File: src/coo_spmm_pkg.sv
package coo_spmm_pkg;

    localparam int ROW_COUNT   = 1024;
    localparam int VEC_COUNT   = 32;
    localparam int TILE_DIM    = 64;

    localparam int MEM_DEPTH = ROW_COUNT * VEC_COUNT;
    localparam int ADDR_W    = $clog2(MEM_DEPTH);
    localparam int LANE_W    = (VEC_COUNT > 1) ? $clog2(VEC_COUNT) : 1;
    localparam int CNT_W     = $clog2(VEC_COUNT + 1);

    localparam int CFG_W   = 6;
    localparam int VALUE_W = 32;
    localparam int PROD_W  = 2 * VALUE_W;
    localparam int FRAC_W  = 16;
    // y plus the shifted product, one guard bit
    localparam int SUM_W   = PROD_W - FRAC_W + 1;
    localparam int ROWS_W  = 11;

    localparam logic [CFG_W-1:0] ACTIVE_RESET = CFG_W'(32);

    typedef enum logic [1:0] {
        OP_WRITE_X = 2'd0,
        OP_WRITE_Y = 2'd1,
        OP_NONZERO = 2'd2,
        OP_READ_Y  = 2'd3
    } op_t;

    typedef enum logic [1:0] {
        ST_OK    = 2'd0,
        ST_RANGE = 2'd1,
        ST_SAT   = 2'd2
    } status_t;

    typedef struct packed {
        op_t                       op;
        logic [9:0]                row_base;
        logic [6:0]                row_local;
        logic [9:0]                col_base;
        logic [6:0]                col_local;
        logic [4:0]                lane;
        logic signed [VALUE_W-1:0] value;
    } item_t;

    typedef struct packed {
        logic signed [VALUE_W-1:0] read_value;
        status_t                   status;
    } result_t;

    typedef struct packed {
        logic              capture;
        logic              write_x;
        logic              write_y;
        logic              read_y;
        logic              lane_issue;
        logic [LANE_W-1:0] lane_idx;
        logic              result_load;
        logic              result_from_y;
        status_t           result_status;
    } ctrl_cmd_t;

    typedef struct packed {
        op_t  op;
        logic range_bad;
        logic lanes_busy;
        logic saturated;
    } dp_status_t;

endpackage

File: src/coo_spmm_ctrl.sv
module coo_spmm_ctrl import coo_spmm_pkg::*; (
    input  logic             clk,
    input  logic             rst_n,
    input  logic             item_valid,
    output logic             item_stall,
    output logic             result_valid,
    input  logic             result_stall,
    input  logic             cfg_valid,
    input  logic [CFG_W-1:0] cfg_data,
    input  dp_status_t       dp_status,
    output ctrl_cmd_t        cmd
);

    typedef enum logic [2:0] {
        S_IDLE,
        S_DECODE,
        S_RUN,
        S_DRAIN,
        S_FINISH
    } state_t;

    state_t            state_reg, state_next;
    logic [LANE_W-1:0] lane_reg, lane_next;
    logic [CFG_W-1:0]  active_reg, active_next;
    logic              out_valid_reg, out_valid_next;

    logic [CNT_W-1:0]  lane_count;
    logic              last_lane;
    logic              can_load;

    // active lanes above the lane count clamp to it
    assign lane_count = (active_reg > VEC_COUNT) ? CNT_W'(VEC_COUNT) : CNT_W'(active_reg);
    assign last_lane  = (CNT_W'(lane_reg) + CNT_W'(1)) == lane_count;
    assign can_load   = !out_valid_reg || !result_stall;

    always_comb
    begin
        state_next     = state_reg;
        lane_next      = lane_reg;
        active_next    = active_reg;
        cmd            = '0;

        cmd.lane_idx      = lane_reg;
        cmd.result_from_y = (dp_status.op == OP_READ_Y) && !dp_status.range_bad;
        if (dp_status.range_bad)
        begin
            cmd.result_status = ST_RANGE;
        end
        else if (dp_status.saturated)
        begin
            cmd.result_status = ST_SAT;
        end
        else
        begin
            cmd.result_status = ST_OK;
        end

        unique case (state_reg)
            S_IDLE:
            begin
                if (item_valid)
                begin
                    cmd.capture = 1'b1;
                    state_next  = S_DECODE;
                end
            end
            S_DECODE:
            begin
                state_next = S_FINISH;
                if (!dp_status.range_bad)
                begin
                    unique case (dp_status.op)
                        OP_WRITE_X: cmd.write_x = 1'b1;
                        OP_WRITE_Y: cmd.write_y = 1'b1;
                        OP_READ_Y:  cmd.read_y  = 1'b1;
                        OP_NONZERO:
                        begin
                            if (lane_count != '0)
                            begin
                                lane_next  = '0;
                                state_next = S_RUN;
                            end
                        end
                        default: state_next = S_FINISH;
                    endcase
                end
            end
            S_RUN:
            begin
                cmd.lane_issue = 1'b1;
                if (last_lane)
                begin
                    state_next = S_DRAIN;
                end
                else
                begin
                    lane_next = lane_reg + LANE_W'(1);
                end
            end
            S_DRAIN:
            begin
                if (!dp_status.lanes_busy)
                begin
                    state_next = S_FINISH;
                end
            end
            S_FINISH:
            begin
                if (can_load)
                begin
                    cmd.result_load = 1'b1;
                    state_next      = S_IDLE;
                end
            end
            default: state_next = S_IDLE;
        endcase

        priority if (cmd.result_load)
        begin
            out_valid_next = 1'b1;
        end
        else if (!result_stall)
        begin
            out_valid_next = 1'b0;
        end
        else
        begin
            out_valid_next = out_valid_reg;
        end

        if (cfg_valid)
        begin
            active_next = cfg_data;
        end
    end

    always_ff @(posedge clk or negedge rst_n)
    begin
        if (!rst_n)
        begin
            state_reg     <= S_IDLE;
            lane_reg      <= '0;
            active_reg    <= ACTIVE_RESET;
            out_valid_reg <= 1'b0;
        end
        else
        begin
            state_reg     <= state_next;
            lane_reg      <= lane_next;
            active_reg    <= active_next;
            out_valid_reg <= out_valid_next;
        end
    end

    assign item_stall   = (state_reg != S_IDLE);
    assign result_valid = out_valid_reg;

endmodule

File: config.mk
export PLATFORM = sky130hd
export DESIGN_NAME = coo_spmm_ctrl
export DESIGN_NICKNAME = d
export VERILOG_FILES = /design/src/coo_spmm_pkg.sv /design/src/coo_spmm_ctrl.sv
export SDC_FILE = /design/constraint.sdc
export NUM_CORES = 1
export LEC_CHECK = 0
export BUFFER_PORTS_ARGS = -buffer_cell sky130_fd_sc_hd__buf_2
export CORE_UTILIZATION = 44
export CTS_BUF_LIST = sky130_fd_sc_hd__clkbuf_16
export DETAILED_ROUTE_END_ITERATION = 16
export HOLD_SLACK_MARGIN = 0.02
export PLACE_DENSITY = 0.83
export SLEW_MARGIN = 20
export SYNTH_ARGS = -nofsm -noshare
export SYNTH_HDL_FRONTEND = slang
export SYNTH_SLANG_ARGS = --single-unit
File: constraint.sdc
create_clock -name clk -period 1.8 [get_ports clk]
set_input_delay 0.27 -clock clk [delete_from_list [all_inputs] [get_ports clk]]
set_output_delay 0.27 -clock clk [all_outputs]
set_load 0.005 [all_outputs]
==> flow_summary.json, run 1 <==
{
  "dr.pass1.iters": 4,
  "fin_crit_sh_pct": 106,
  "diodes": 0,
  "wl_per_cell_um": 15.3,
  "cts-root-buf": "clkbuf_16",
  "clk_pin_slew_ns": 0.05,
  "antenna_found_initial": 0,
  "hold_class": "primary input to flip-flop",
  "syn_area_um2": 960,
  "dpl_cell_area_um2": 1260,
  "clkSinkCount": 15,
  "relSlewSlack_pct": 71.1,
  "die-width_um": 48.7,
  "layout-drive-gt1-share_pct": 48.1,
  "vias_per_cell": 5.67,
  "synth_edf_count": 0,
  "num_rows": 16,
  "p_leak_nw": 0.667,
  "synth_ff_type": "dfrtp_1",
  "dp.cells": 176,
  "pwr-share-seq_pct": 27.6,
  "die-area_um2": 2370,
  "synth-async-reset-ratio_pct": 100,
  "crit_start": "lane_reg[0]",
  "via_count": 1038,
  "power_frac_clock_pct": 20.5,
  "ios": 32,
  "synth_top_area_share_pct": 36.5,
  "ys_top_cells_by_area": "dfrtp_1 (37%), mux2_2 (5.9%), nand2_1 (4.7%), xnor2_1 (3.7%), nand3_1 (3.1%)",
  "cp-end-kind": "flip-flop",
  "gp_congestion": 0.931,
  "cts.htree.levels": 1,
  "postRouteWirelength_um": 2790,
  "timing.final.crit_period_ns": 1.91,
  "fin_area_um2": 1450,
  "drv_cap": 0,
  "fin_total_pwr_mw": 2.11,
  "grt_max_degree": 16,
  "clock_latency_ns": 0.25,
  "fmaxAchievable_mhz": 525,
  "cts_buffers": 3,
  "syn_nets": 126,
  "die_h_um": 48.7,
  "violations": "setup timing",
  "grt_pass1_vias": 944,
  "ys_ff_latch": 15,
  "drc": 0,
  "r2r_slack_ns": -0.11,
  "synth.distinct_cells": 40,
  "start_util_pct": 47.9,
  "p_int_mw": 1.29,
  "irDropWorstVdd_v": 0.00135,
  "stdcell_count": 183,
  "r2r_cells": 6,
  "grt_overflow_total": 0,
  "dp_hpwl_um": 1930,
  "r2r_end": "lane_reg[1]",
  "area_growth_pct": 51.1,
  "finalSetupViolCount": 6,
  "cp-start-kind": "flip-flop",
  "antenna_left": 0,
  "p_per_area_nw_per_um2": 1450,
  "skew_ns": 0.00168,
  "core_um2": 2000,
  "port_buffers": 31,
  "slew_viol_final": 0,
  "hold_viol": 0,
  "yosysWarnings": 0,
  "r2r-start": "lane_reg[0]",
  "ys_seq_area_share_pct": 39.2,
  "worst_pin_slew_ns": 0.433,
  "cp_max_fo": 5,
  "crit_required_ns": 1.96,
  "p_sw_share_pct": 38.9,
  "p_comb_share_pct": 51.9,
  "critPathKind": "flip-flop to flip-flop",
  "cts_tree": "yes",
  "outcome": "finished, violations left",
  "grtUsageTotal_pct": 23.9,
  "cts_max_path_buffers": 2,
  "drt-initial-drc-count": 39,
  "p_sw_uw": 818,
  "rsz0062_at_grt": "yes",
  "cp.arrival_ns": 2.07,
  "grt_first_pass_wirelength_um": 4310,
  "fin_nets": 174,
  "crit_end": "lane_reg[1]",
  "finalWorstSetupSlack_ns": -0.106,
  "largest_reg_flops": 6,
  "syn_avg_cell_area_um2": 8.80,
  "synth_top_area_cell": "dfrtp_1",
  "syn_inst": 109
}
-- synth_stat cells (all sizes together), types with 2 or more instances --
| library cell | n |
|---|---|
| a21oi | 4 |
| xor2 | 2 |
| inv | 8 |
| dfrtp | 14 |
| nand2 | 12 |
| o31ai | 2 |
| nor2 | 8 |
| a31oi | 3 |
| o211ai | 3 |
| xnor2 | 4 |
| clkbuf | 4 |
| and3 | 2 |
| nand3 | 6 |
| buf | 2 |
| or3 | 2 |
| o21ai | 4 |
| o22ai | 3 |
| mux2 | 5 |
-- timing repair --
item,4_1_cts,5_1_grt
endpoints found under the hold margin,14,0
hold buffers,1,0
resized for setup,8,8
setup endpoints to repair,6,7
setup buffers,2,0
pin swaps,2,1
-- worst max-delay path: stages, from the launching register on --
cell and delay (ns):
dfrtp_2 0.45, ha_4 0.21, and3_2 0.24, a2111oi_4 0.27, o31ai_4 0.12, o31a_1 0.36
o22ai_1 0.17
-- cells in the final DEF (no fill, tap or decap), types with 2 or more instances in the layout --
| master | Yosys | routed |
|---|---|---|
| a21oi_1 | 4 | 4 |
| a31oi_1 | 3 | 2 |
| buf_2 | 0 | 31 |
| buf_4 | 2 | 17 |
| clkbuf_16 | 0 | 3 |
| dfrtp_1 | 14 | 11 |
| dfrtp_2 | 0 | 3 |
| inv_1 | 8 | 9 |
| mux2_2 | 5 | 5 |
| nand2_1 | 12 | 12 |
| nand3_1 | 6 | 5 |
| nor2_1 | 8 | 8 |
| o211ai_1 | 3 | 3 |
| o21ai_0 | 4 | 2 |
| o21ai_2 | 0 | 2 |
| o22ai_1 | 3 | 2 |
| or3_1 | 2 | 2 |
| xnor2_1 | 4 | 3 |
| xor2_1 | 2 | 2 |
-- power groups by stage --
stage | clock network, mW | registers, mW | logic [mW]
floorplan | 0 | 0.570 | 0.570
global placement | 0 | 0.569 | 0.880
detailed placement | 0 | 0.576 | 0.921
CTS | 0.429 | 0.574 | 1.01
global route | 0.444 | 0.591 | 1.18
finish | 0.431 | 0.581 | 1.09
-- cell type report --
cell class / count / area, µm²
fillers: 147 / 552
flip-flops and latches: 15 / 380
inverters: 8 / 30.0
repair buffers: 49 / 293
clock buffers: 3 / 75.1
clock inverters: 1 / 3.75
well taps: 27 / 33.8
multi-input cells: 80 / 634
-- layer usage --
metal	GRT usage (%)	up-vias	wire, µm
met5	0	-	0
met4	13.2	0	72
met3	0.943	6	113
met2	41.9	42	1450
met1	29.4	495	1150
li1	-	495	-
-- stage by stage --
stage,setup TNS (ns),worst slack (ns),hold slack [ns],util (%)
3_5_place_dp,-0.736,-0.160,0.200,62.7
6_report,-0.507,-0.106,0.252,72.4
4_1_cts,-0.420,-0.0910,0.253,69.9
2_1_floorplan,0,0.00156,-0.0256,-
3_3_place_gp,-0.591,-0.117,0.196,62.7
5_1_grt,-0.925,-0.187,0.257,72.4
-- worst min path at each step --
stage,slack [ns],start,cells after the start,end
floorplan,-0.03,rst_n,0,active_reg[0]
global placement,0.20,rst_n,1,result_valid
detailed placement,0.20,rst_n,1,result_valid
CTS,0.25,cfg_data[0],2,active_reg[0]
global route,0.26,cfg_data[0],2,active_reg[0]
finish,0.25,cfg_data[0],2,active_reg[0]
-- cells by family after synthesis --
group | count (synthesis) | share of synthesized area, %
muxes | 6 | 6.91
and+or+nand+nor | 40 | 21.6
xor gates and xnor gates | 6 | 5.48
buffers and inverters | 14 | 6.26
DFF | 15 | 39.2
adders and majority gates | 1 | 1.30
AOI/OAI and AO/OA | 27 | 19.2
(Power assumes the default switching activity.)
==> inputs of run 2 (changes only) <==
==> constraint.sdc (replaced) <==
create_clock -name clk -period 1.8 [get_ports clk]
set_input_delay 0.18 -clock clk [delete_from_list [all_inputs] [get_ports clk]]
set_output_delay 0.18 -clock clk [all_outputs]
set_load 0.005 [all_outputs]
==> run 2 against run 1 <==
  * Register-to-register slack got worse by 0.08 ns
  * Highest routed layer unchanged
  * Clock power is 2% higher
  * Worst hold slack worse by 0.087 ns
  * Cell count shrank 0.55%
  * Die area stayed put
  * The run still ends with setup timing left
  * Flip-flop and latch count is the same
  * Core utilization fell by 1.0 points
  * First-iteration DRC count decreased by 2.6%
  * Non-clock buffer count shrank 1
==> flow_summary.json, run 2 (synthesis gave the netlist of run 1 again) <==
{
  "finalWorstSetupSlack_ns": -0.183,
  "slew_viol_final": 0,
  "hold_class": "primary input to flip-flop",
  "grt_first_pass_wirelength_um": 4350,
  "antenna_found_initial": 0,
  "r2r_slack_ns": -0.18,
  "die_h_um": 48.7,
  "wl_per_cell_um": 16.8,
  "fin_crit_sh_pct": 110,
  "p_leak_nw": 0.664,
  "irDropWorstVdd_v": 0.00114,
  "largest_reg_flops": 6,
  "die-area_um2": 2370,
  "start_util_pct": 47.9,
  "num_rows": 16,
  "fin_util_pct": 71.4,
  "grtUsageTotal_pct": 24.3,
  "dp_hpwl_um": 1990,
  "port_buffers": 31,
  "skew_ns": 0.00452,
  "crit_required_ns": 1.97,
  "drv_cap": 0,
  "rsz0062_at_grt": "yes",
  "relSlewSlack_pct": 73.2,
  "final_cell_mix": "buf_2 (31), buf_4 (16), nand2_1 (12), dfrtp_1 (11), inv_1 (9)",
  "die-width_um": 48.7,
  "core_um2": 2000,
  "cts_max_path_buffers": 2,
  "ios": 32,
  "dr.pass1.iters": 5,
  "cts-root-buf": "clkbuf_16",
  "antenna_left": 0,
  "clock_latency_ns": 0.25,
  "final_common_cell": "buf_2",
  "hold_viol": 0,
  "grt_overflow_total": 0,
  "drt-initial-drc-count": 38,
  "outcome": "finished, violations left",
  "fmaxAchievable_mhz": 504,
  "cts_tree": "yes",
  "clkSinkCount": 15,
  "cts.htree.levels": 1,
  "cp_max_fo": 8,
  "p_per_area_nw_per_um2": 1520,
  "setup_tns_ns": -0.948,
  "layout-drive-gt1-share_pct": 45.2,
  "cp-end-kind": "flip-flop",
  "clk_pin_slew_ns": 0.05,
  "cp-start-kind": "flip-flop",
  "timing.final.crit_period_ns": 1.98,
  "vias_per_cell": 6.03,
  "violations": "setup timing",
  "critPathKind": "flip-flop to flip-flop",
  "area_growth_pct": 49.0,
  "drc": 0,
  "grt_max_degree": 16,
  "fin_nets": 173,
  "worst_pin_slew_ns": 0.400,
  "cts_buffers": 3,
  "postRouteWirelength_um": 3060,
  "finalSetupViolCount": 6,
  "diodes": 0,
  "via_count": 1097,
  "gp_congestion": 0.851,
  "grt_pass1_vias": 974,
  "cp.arrival_ns": 2.16
}
## run 2: cell count changes in the layout (fill, tap and decap cells not counted), sizes merged
cell  delta
buf      -1
## run 2: cell type report
class,count,area (µm²)
clock buffers,3,75.1
clock inverters,1,3.75
inverters,8,30.0
fillers,163,572
well taps,27,33.8
multi-input cells,80,622
repair buffers,48,285
flip-flops and latches,15,380
## run 2: worst paths after layout
kind	startpoint	cells after the start	to
min in group asynchronous	rst_n	2	lane_reg[4]
max reg2reg	lane_reg[2]	7	state_reg[0]
min	cfg_data[1]	2	active_reg[1]
min reg2reg	active_reg[0]	1	active_reg[0]
max in group asynchronous	rst_n	2	active_reg[5]
max	lane_reg[2]	7	state_reg[0]
## run 2: where the power goes
part / switching [mW] / internal (mW)
Sequential: 0.142 / 0.446
Clock: 0.143 / 0.295
Combinational: 0.582 / 0.571
## run 2: metrics by stage
step | setup slack (ns) | area (µm²) | hold slack (ns) | power (mW) | std cells
floorplan | 0.00156 | 995 | -0.116 | 1.14 | 109
global placement | -0.0767 | 1240 | 0.107 | 1.43 | 174
detailed placement | -0.175 | 1240 | 0.111 | 1.49 | 174
CTS | -0.125 | 1380 | 0.166 | 2.01 | 180
global route | -0.251 | 1430 | 0.164 | 2.29 | 182
finish | -0.183 | 1430 | 0.165 | 2.18 | 182
## run 2: timing repair
item | CTS | global route
setup buffers | 1 | 2
hold buffers | 1 | 0
endpoints found under the hold margin | 14 | 0
resized for setup | 8 | 5
endpoints found under the setup margin | 6 | 6
pin swaps | 3 | 7
## run 2: metal layers
metal  share of wire (%)  GRT usage [%]
met3                 6.7           3.77
met5                   0              0
met2                  51           41.2
met4                 3.7           13.2
met1                  39           29.3
## run 2: worst max-delay path, cell delays in order, from the launching register on
cell and delay (ns):
dfrtp_2 0.46, buf_4 0.18, xnor2_4 0.17, nand3_1 0.10
o32a_1 0.22, o21a_2 0.24, or3_1 0.38, a31oi_1 0.16
